### config.mk
export PLATFORM = sky130hd
export DESIGN_NAME = fixed_point_exp_taylor
export DESIGN_NICKNAME = d
export VERILOG_FILES = /design/src/design/fpexp_pkg.sv /design/src/design/fixed_point_exp_taylor.sv /design/src/design/fpexp_seq.sv /design/src/design/fpexp_datapath.sv
export SDC_FILE = /design/constraint.sdc
export NUM_CORES = 2
export LEC_CHECK = 0
export BUFFER_PORTS_ARGS = -buffer_cell sky130_fd_sc_hd__buf_2
export CAP_MARGIN = 15
export CORE_ASPECT_RATIO = 0.75
export CORE_MARGIN = 2
export CORE_UTILIZATION = 40
export CTS_CLUSTER_DIAMETER = 150
export CTS_CLUSTER_SIZE = 10
export DETAILED_ROUTE_END_ITERATION = 8
export GPL_ROUTABILITY_DRIVEN = 0
export HOLD_SLACK_MARGIN = 0.02
export PLACE_DENSITY = 0.65
export SLEW_MARGIN = 25
export SYNTH_ARGS = -nofsm -noshare
export SYNTH_HDL_FRONTEND = slang
export SYNTH_SLANG_ARGS = --single-unit
### constraint.sdc
create_clock -name clk -period 10.1 [get_ports clk]
set_clock_uncertainty 0.05 [all_clocks]
set_input_delay 2.02 -clock clk [delete_from_list [all_inputs] [get_ports clk]]
set_output_delay 2.02 -clock clk [all_outputs]
set_load 0.02 [all_outputs]
### src/design/fpexp_pkg.sv
// Shared types, constants, reciprocal factorial table and microcode program for the exp unit.
package fpexp_pkg;

    localparam int TABLE_LEN = 19;
    localparam int K_W       = 5;
    localparam int PC_W      = 4;
    localparam int MUL_W     = 33;
    localparam int PP_W      = 66;
    localparam int ACC_W     = 92;
    localparam int SUM_W     = 40;
    localparam int X_W       = 32;
    localparam int P_W       = 64;
    localparam int RES_W     = 31;

    localparam logic signed [X_W-1:0] X_LIMIT         = 32'sd1342177280;
    localparam logic [63:0]           ONE_Q23         = 64'h0000_0000_0080_0000;
    localparam logic [63:0]           ROUND_Q58_TO_Q23 = 64'h0000_0004_0000_0000;
    localparam logic signed [63:0]    STOP_THRESHOLD  = 64'sh0000_1A36_E2EB_4000;
    localparam logic signed [63:0]    P_ROUND         = 64'sd8192;

    localparam logic [PC_W-1:0] LOOP_PC = 4'd5;
    localparam logic [PC_W-1:0] DONE_PC = 4'd14;

    typedef enum logic [2:0] {
        OP_NOP,
        OP_PINIT,
        OP_SUMINIT,
        OP_TERM,
        OP_PUPD
    } op_t;

    typedef enum logic {
        A_LO,
        A_HI
    } a_sel_t;

    typedef enum logic [1:0] {
        B_X,
        B_TLO,
        B_THI
    } b_sel_t;

    typedef enum logic [1:0] {
        ACC_HOLD,
        ACC_CLR,
        ACC_ADD
    } acc_op_t;

    typedef enum logic [1:0] {
        SH0,
        SH32,
        SH64
    } acc_sh_t;

    typedef enum logic [1:0] {
        J_NEXT,
        J_TERM,
        J_END
    } jmp_t;

    typedef struct packed {
        op_t     op;
        a_sel_t  a_sel;
        b_sel_t  b_sel;
        acc_op_t acc_op;
        acc_sh_t acc_sh;
        jmp_t    jmp;
    } ucode_t;

    typedef struct packed {
        logic            load_x;
        logic            load_out;
        logic [K_W-1:0]  term_idx;
        ucode_t          uc;
    } dp_ctrl_t;

    typedef struct packed {
        logic small_term;
    } dp_stat_t;

    localparam ucode_t UC_IDLE = '{op: OP_NOP, a_sel: A_LO, b_sel: B_X,
                                   acc_op: ACC_HOLD, acc_sh: SH0, jmp: J_END};

    function automatic ucode_t ucode_rom(input logic [PC_W-1:0] pc);
        ucode_t w;
        w = UC_IDLE;
        unique case (pc)
            4'd0:  w = '{op: OP_PINIT, a_sel: A_LO, b_sel: B_X,
                        acc_op: ACC_HOLD, acc_sh: SH0, jmp: J_NEXT};
            4'd1:  w = '{op: OP_SUMINIT, a_sel: A_LO, b_sel: B_X,
                        acc_op: ACC_HOLD, acc_sh: SH0, jmp: J_NEXT};
            4'd2:  w = '{op: OP_NOP, a_sel: A_HI, b_sel: B_X,
                        acc_op: ACC_CLR, acc_sh: SH0, jmp: J_NEXT};
            4'd3:  w = '{op: OP_NOP, a_sel: A_LO, b_sel: B_X,
                        acc_op: ACC_ADD, acc_sh: SH32, jmp: J_NEXT};
            4'd4:  w = '{op: OP_PUPD, a_sel: A_LO, b_sel: B_X,
                        acc_op: ACC_HOLD, acc_sh: SH0, jmp: J_NEXT};
            4'd5:  w = '{op: OP_NOP, a_sel: A_LO, b_sel: B_TLO,
                        acc_op: ACC_HOLD, acc_sh: SH0, jmp: J_NEXT};
            4'd6:  w = '{op: OP_NOP, a_sel: A_LO, b_sel: B_THI,
                        acc_op: ACC_CLR, acc_sh: SH0, jmp: J_NEXT};
            4'd7:  w = '{op: OP_NOP, a_sel: A_HI, b_sel: B_TLO,
                        acc_op: ACC_ADD, acc_sh: SH32, jmp: J_NEXT};
            4'd8:  w = '{op: OP_NOP, a_sel: A_HI, b_sel: B_THI,
                        acc_op: ACC_ADD, acc_sh: SH32, jmp: J_NEXT};
            4'd9:  w = '{op: OP_NOP, a_sel: A_LO, b_sel: B_X,
                        acc_op: ACC_ADD, acc_sh: SH64, jmp: J_NEXT};
            4'd10: w = '{op: OP_TERM, a_sel: A_LO, b_sel: B_X,
                        acc_op: ACC_HOLD, acc_sh: SH0, jmp: J_NEXT};
            4'd11: w = '{op: OP_NOP, a_sel: A_HI, b_sel: B_X,
                        acc_op: ACC_CLR, acc_sh: SH0, jmp: J_NEXT};
            4'd12: w = '{op: OP_NOP, a_sel: A_LO, b_sel: B_X,
                        acc_op: ACC_ADD, acc_sh: SH32, jmp: J_NEXT};
            4'd13: w = '{op: OP_PUPD, a_sel: A_LO, b_sel: B_X,
                        acc_op: ACC_HOLD, acc_sh: SH0, jmp: J_TERM};
            4'd14: w = UC_IDLE;
            default: w = UC_IDLE;
        endcase
        return w;
    endfunction

    function automatic logic [63:0] inv_fact_q63(input logic [K_W-1:0] k);
        logic [63:0] v;
        v = 64'd0;
        unique case (k)
            5'd0:  v = 64'd4611686018427387904;
            5'd1:  v = 64'd1537228672809129301;
            5'd2:  v = 64'd384307168202282325;
            5'd3:  v = 64'd76861433640456465;
            5'd4:  v = 64'd12810238940076077;
            5'd5:  v = 64'd1830034134296582;
            5'd6:  v = 64'd228754266787072;
            5'd7:  v = 64'd25417140754119;
            5'd8:  v = 64'd2541714075411;
            5'd9:  v = 64'd231064915946;
            5'd10: v = 64'd19255409662;
            5'd11: v = 64'd1481185358;
            5'd12: v = 64'd105798954;
            5'd13: v = 64'd7053264;
            5'd14: v = 64'd440829;
            5'd15: v = 64'd25931;
            5'd16: v = 64'd1441;
            5'd17: v = 64'd76;
            5'd18: v = 64'd4;
            default: v = 64'd0;
        endcase
        return v;
    endfunction

    // Rounds a Q58 value to nearest Q23, ties toward plus infinity.
    function automatic logic signed [SUM_W-1:0] q58_to_q23(input logic [63:0] q);
        logic signed [63:0] r;
        r = $signed(q + ROUND_Q58_TO_Q23) >>> 35;
        return r[SUM_W-1:0];
    endfunction

endpackage

### src/design/fixed_point_exp_taylor.sv
// Top level of the fixed-point exponential: e^x in Q8.23 from x in Q4.28 by Taylor series.
// A new input is accepted only once the previous item has finished; the loop sums 1 to MAX_TERMS
// terms, and each term takes four products for the table multiply and two for the power update
// on the single 33x33 multiplier, plus accumulate and update steps.
// A finished result waits in the output register while the next item is accepted.
// Reset clears the sequencer and output valid; datapath registers are not reset.
module fixed_point_exp_taylor
    import fpexp_pkg::*;
#(
    parameter int MAX_TERMS = 19
)
(
    input  logic                  clk,
    input  logic                  rst_n,
    input  logic                  in_valid,
    output logic                  in_stall,
    input  logic signed [X_W-1:0] exponent_value,
    output logic                  out_valid,
    input  logic                  out_stall,
    output logic [RES_W-1:0]      exp_result
);

    dp_ctrl_t ctrl;
    dp_stat_t stat;

    fpexp_seq #(
        .MAX_TERMS (MAX_TERMS)
    ) u_seq (
        .clk       (clk),
        .rst_n     (rst_n),
        .in_valid  (in_valid),
        .in_stall  (in_stall),
        .out_valid (out_valid),
        .out_stall (out_stall),
        .stat      (stat),
        .ctrl      (ctrl)
    );

    fpexp_datapath u_dp (
        .clk            (clk),
        .exponent_value (exponent_value),
        .ctrl           (ctrl),
        .stat           (stat),
        .exp_result     (exp_result)
    );

endmodule

### src/design/fpexp_seq.sv
// Microcode sequencer: program counter, term counter, handshake control and output valid.
module fpexp_seq
    import fpexp_pkg::*;
#(
    parameter int MAX_TERMS = 19
)
(
    input  logic     clk,
    input  logic     rst_n,
    input  logic     in_valid,
    output logic     in_stall,
    output logic     out_valid,
    input  logic     out_stall,
    input  dp_stat_t stat,
    output dp_ctrl_t ctrl
);

    localparam logic [K_W-1:0] LAST_K = K_W'(MAX_TERMS - 1);

    logic [PC_W-1:0] pc_reg, pc_next;
    logic [K_W-1:0]  k_reg, k_next;
    logic            run_reg, run_next;
    logic            out_valid_reg, out_valid_next;
    ucode_t          word;
    logic            start;
    logic            finish;

    assign word     = ucode_rom(pc_reg);
    assign in_stall = run_reg;
    assign start    = in_valid && !run_reg;
    assign finish   = run_reg && (word.jmp == J_END) && (!out_valid_reg || !out_stall);
    assign out_valid = out_valid_reg;

    always_comb
    begin
        pc_next        = pc_reg;
        k_next         = k_reg;
        run_next       = run_reg;
        out_valid_next = out_valid_reg;
        if (out_valid_reg && !out_stall)
        begin
            out_valid_next = 1'b0;
        end
        if (start)
        begin
            pc_next  = '0;
            k_next   = '0;
            run_next = 1'b1;
        end
        else if (run_reg)
        begin
            unique case (word.jmp)
                J_NEXT:
                begin
                    pc_next = pc_reg + 1'b1;
                end
                J_TERM:
                begin
                    if (stat.small_term || (k_reg == LAST_K))
                    begin
                        pc_next = DONE_PC;
                    end
                    else
                    begin
                        pc_next = LOOP_PC;
                        k_next  = k_reg + 1'b1;
                    end
                end
                J_END:
                begin
                    if (finish)
                    begin
                        run_next       = 1'b0;
                        out_valid_next = 1'b1;
                    end
                end
                default:
                begin
                    pc_next = pc_reg;
                end
            endcase
        end
    end

    always_ff @(posedge clk or negedge rst_n)
    begin
        if (!rst_n)
        begin
            pc_reg        <= '0;
            k_reg         <= '0;
            run_reg       <= 1'b0;
            out_valid_reg <= 1'b0;
        end
        else
        begin
            pc_reg        <= pc_next;
            k_reg         <= k_next;
            run_reg       <= run_next;
            out_valid_reg <= out_valid_next;
        end
    end

    always_comb
    begin
        ctrl.load_x   = start;
        ctrl.load_out = finish;
        ctrl.term_idx = k_reg;
        ctrl.uc       = run_reg ? word : UC_IDLE;
    end

endmodule

### src/design/fpexp_datapath.sv
// Datapath: input clamp, shared 33x33 multiplier, product accumulator, power and sum registers.
module fpexp_datapath
    import fpexp_pkg::*;
(
    input  logic                  clk,
    input  logic signed [X_W-1:0] exponent_value,
    input  dp_ctrl_t              ctrl,
    output dp_stat_t              stat,
    output logic [RES_W-1:0]      exp_result
);

    logic signed [X_W-1:0]   x_reg, x_next;
    logic signed [P_W-1:0]   p_reg, p_next;
    logic signed [SUM_W-1:0] sum_reg, sum_next;
    logic [ACC_W-1:0]        acc_reg, acc_next;
    logic signed [PP_W-1:0]  pp_reg, pp_next;
    logic                    small_reg, small_next;
    logic [RES_W-1:0]        res_reg, res_next;

    logic signed [63:0]      x_round;
    logic [63:0]             tab;
    logic signed [MUL_W-1:0] a_op, b_op;
    logic [ACC_W-1:0]        pp_ext, pp_shift;
    logic [63:0]             q_init, q_term;
    logic [P_W-1:0]          p_upd;

    always_comb
    begin
        if (exponent_value > X_LIMIT)
        begin
            x_next = X_LIMIT;
        end
        else if (exponent_value < -X_LIMIT)
        begin
            x_next = -X_LIMIT;
        end
        else
        begin
            x_next = exponent_value;
        end
        if (!ctrl.load_x)
        begin
            x_next = x_reg;
        end
    end

    assign tab = inv_fact_q63(ctrl.term_idx);

    always_comb
    begin
        unique case (ctrl.uc.a_sel)
            A_LO: a_op = $signed({1'b0, p_reg[31:0]});
            A_HI: a_op = $signed({p_reg[63], p_reg[63:32]});
            default: a_op = '0;
        endcase
        unique case (ctrl.uc.b_sel)
            B_X:   b_op = $signed({x_reg[31], x_reg});
            B_TLO: b_op = $signed({1'b0, tab[31:0]});
            B_THI: b_op = $signed({1'b0, tab[63:32]});
            default: b_op = '0;
        endcase
    end

    assign pp_next = a_op * b_op;
    assign pp_ext  = {{(ACC_W - PP_W){pp_reg[PP_W-1]}}, pp_reg};

    always_comb
    begin
        unique case (ctrl.uc.acc_sh)
            SH0:  pp_shift = pp_ext;
            SH32: pp_shift = pp_ext << 32;
            SH64: pp_shift = pp_ext << 64;
            default: pp_shift = pp_ext;
        endcase
        unique case (ctrl.uc.acc_op)
            ACC_HOLD: acc_next = acc_reg;
            ACC_CLR:  acc_next = pp_shift;
            ACC_ADD:  acc_next = acc_reg + pp_shift;
            default:  acc_next = acc_reg;
        endcase
    end

    // Multiplying by one half in Q63 and shifting right 18 is a left shift by 44.
    assign x_round = {{32{x_reg[31]}}, x_reg} + P_ROUND;
    assign q_init  = p_reg << 44;
    assign q_term  = acc_reg[82:19];
    assign p_upd   = acc_reg[91:28] + {63'd0, acc_reg[27]};

    always_comb
    begin
        p_next     = p_reg;
        sum_next   = sum_reg;
        small_next = small_reg;
        unique case (ctrl.uc.op)
            OP_NOP:
            begin
                p_next = p_reg;
            end
            OP_PINIT:
            begin
                p_next = x_round >>> 14;
            end
            OP_SUMINIT:
            begin
                sum_next = $signed(ONE_Q23[SUM_W-1:0]) + q58_to_q23(q_init);
            end
            OP_TERM:
            begin
                sum_next   = sum_reg + q58_to_q23(q_term);
                small_next = ($signed(q_term) < STOP_THRESHOLD)
                          && ($signed(q_term) > -STOP_THRESHOLD);
            end
            OP_PUPD:
            begin
                p_next = $signed(p_upd);
            end
            default:
            begin
                p_next = p_reg;
            end
        endcase
    end

    always_comb
    begin
        res_next = res_reg;
        if (ctrl.load_out)
        begin
            if (sum_reg[SUM_W-1])
            begin
                res_next = '0;
            end
            else if (|sum_reg[SUM_W-2:RES_W])
            begin
                res_next = '1;
            end
            else
            begin
                res_next = sum_reg[RES_W-1:0];
            end
        end
    end

    always_ff @(posedge clk)
    begin
        x_reg     <= x_next;
        p_reg     <= p_next;
        sum_reg   <= sum_next;
        acc_reg   <= acc_next;
        pp_reg    <= pp_next;
        small_reg <= small_next;
        res_reg   <= res_next;
    end

    assign stat.small_term = small_reg;
    assign exp_result      = res_reg;

endmodule

==> results.cfg <==
[synthesis]
async_flop_share = 0.0326
synthAdderAreaFrac = 0.442
synth_compound_area_frac = 0.101
synth_simple_gate_area_share = 0.152
synth_fp_nets = 8635
synth.area.top_cells = fa_1, edfxtp_1, inv_1
synth_mux_area_frac = 0.0149
ys_ff_latch = 337
ys.flop_type = edfxtp_1
synth.top_cell.area_share = 0.367
synth_edf_count = 260
yosysSeqAreaShare = 0.150
synth_warnings = 0
post-synth-top-area-cell = fa_1
avgSynthCellArea_um2 = 8.84
synth_top_family_by_area = adder cells
synth.distinct_cells = 83
synthCells = 7078
synthesis.area_um2 = 62600
synth-xor-area-share = 0.0430

[global_route]
overflow = 0
grt_max_degree = 82
antenna_found_initial = 12
grt_first_pass_wirelength_mm = 334
track_usage = 0.277
grt_pass1_vias = 52400

[floorplan]
rows = 125
io_pins = 69
die_y_um = 347
dieWidth_um = 461
core_area_um2 = 155000
die_area_um2 = 160000
initial_core_util = 0.403

[clock_network]
cts_tree = built
path_clk_slew_ns = 0.07
clockRootBuffer = clkbuf_16
htreeDepth = 2
cts_buffers = 39
cts_hold_buf = 0
insertion_delay_ns = 0.59
cts.sinks = 337
clockBufferDepth = 3

[critical_path]
start_kind = flip-flop
critical_path.slowest_cell = fa_1
end_kind = flip-flop
critPathArrivalTime_ns = 10.30
critPathRequiredTime_ns = 10.47
critical_path_buf_inv_count = 11
cpMostUsedCell = fa_1
critPathMaxFanout = 17
crit_family = adder cells
critPathLaunch = u_seq.pc_reg[1]
path_class = flip-flop to flip-flop
r2r-start = u_seq.pc_reg[1]
cpPeakStageDelay_ns = 0.69

[worst_hold_path]
hold_path.class = flip-flop to flip-flop
hold_start = u_seq.out_valid

[finish]
largest_reg_flops = 92
drive_gt1_frac = 0.0901
num-fill-cells = 14900
syn_to_final_growth_pct = 10.8
multi_input_area_um2 = 47500
nets = 8762
seq_area_um2 = 9400

[drt]
drtIter0Drc = 6280
vias = 52500
post_drt_wl_per_cell_um = 23.7
dr.pass1.iters = 9
route.detailed.drc = 0
avgViaCountPerCell = 5.62
antenna_left = 0
routed_wl_mm = 221

[place]
portBuffers = 68
post-place-ws_ns = -0.113
place_hpwl_mm = 184

[sta]
hold_viol = 0
fin_crit_ns = 9.93
setup_violations = 0
worst_slack_ns = 0.166
max_freq_mhz = 101
worst_slew_pin_slew_ns = 1.16
relSlewSlack = 0.223
slew_violations = 0
period_share = 0.984

[job]
maxCapViolCount = 0

[status]
run_status = finished clean
==> per-stage QoR <==
step,setup TNS [ns],hold slack (ns),instance area [µm²],utilization,cells
2_1_floorplan,0,0.462,62600,-,7078
3_3_place_gp,-0.219,0.492,67800,0.437,9249
3_5_place_dp,-0.258,0.503,67800,0.437,9249
4_1_cts,0,0.520,69000,0.445,9323
5_1_grt,-0.119,0.572,69400,0.447,9330
6_report,0,0.521,69400,0.447,9333
==> path summary, 6_finish.rpt <==
check / cells after the start / end / slack, ns
max: 37 / u_dp.pp_reg[40] / 0.17
min: 2 / u_seq.out_valid / 0.52
max reg2reg: 37 / u_dp.pp_reg[40] / 0.17
min reg2reg: 2 / u_seq.out_valid / 0.52
max in group asynchronous: 1 / u_seq.k_reg[0] / 8.46
min in group asynchronous: 1 / u_seq.out_valid / 1.29
==> synth_stat cells, types with 7 or more instances <==
library cell  count
inv_1          1284
fa_1           1147
nand2_1         902
nor2_1          786
ha_1            374
clkbuf_1        321
a21oi_1         284
edfxtp_1        260
o21ai_0         211
xnor2_1         180
xor2_1          127
a21o_1          123
nand3_1         103
and2_1           91
dfxtp_1          66
nand4_1          56
and3_1           54
mux2_2           51
nor3_1           47
nand2b_1         46
o21bai_1         43
a31oi_1          38
a22o_1           36
mux2i_1          36
nor2b_1          35
a221oi_1         32
a211oi_1         29
o21a_1           28
nor4_1           25
o21ai_1          24
or2_2            22
or3_1            16
buf_1            15
o211ai_1         15
o31ai_1          15
dfrtp_1          11
a211o_1          10
a2111oi_0         9
a22oi_1           9
and4_1            9
a21boi_0          8
o22ai_1           8
a41oi_1           7
==> area by class of cell <==
cell class / instances / share of cell area
multi-input combinational: 5114 / 0.685
clock buffer: 68 / 0.0159
tap: 2095 / 0.0378
antenna: 3 / 0.000108
clock inverter: 3 / 0.000433
inverter: 1286 / 0.0697
timing repair buffer: 427 / 0.0557
sequential: 337 / 0.136
==> layer usage <==
metal / global-route usage / vias up / share of wire / wire [µm]
met5: 0 / - / 0.00095 / 211
met4: 0.0962 / 14 / 0.047 / 10400
met3: 0.128 / 557 / 0.17 / 36600
met2: 0.367 / 3402 / 0.38 / 85100
met1: 0.393 / 26000 / 0.40 / 88900
li1: - / 22500 / - / -
==> worst reg2reg max path: cells and delay by family, from the launching register on <==
family / cells / cell delay, ns
muxes: 1 / 0.14
DFF: 1 / 0.40
adders and majority gates: 10 / 4.29
buffers and inverters: 11 / 1.72
and+or+nand+nor: 8 / 1.43
AOI/OAI and AO/OA: 6 / 1.52
xor gates and xnor gates: 1 / 0.26
==> layout by cell type (no fill, tap or decap), types with 180 or more instances in the layout <==
| cell type | n |
|---|---|
| ha_1 | 371 |
| nor2_1 | 777 |
| o21ai_0 | 204 |
| inv_1 | 1277 |
| buf_4 | 292 |
| edfxtp_1 | 260 |
| xnor2_1 | 180 |
| nand2_1 | 897 |
| fa_1 | 1140 |
| a21oi_1 | 269 |
==> kinds of logic after synthesis <==
logic type                 count (synthesis)
and+or+nand+nor                         2212
buffers and inverters                   1627
adders and majority gates               1521
AOI/OAI and AO/OA                        987
DFF                                      337
xor gates and xnor gates                 307
muxes                                     87
==> timing repair <==
item,4_1_cts,5_1_grt
setup endpoints to repair,4,20
pin swaps,1,8
buffers inserted,3,4
cloned,0,2
resized for setup,4,68
Power is not shown: default switching activity piles up to over one toggle a cycle in this logic, so the estimate is an artifact.
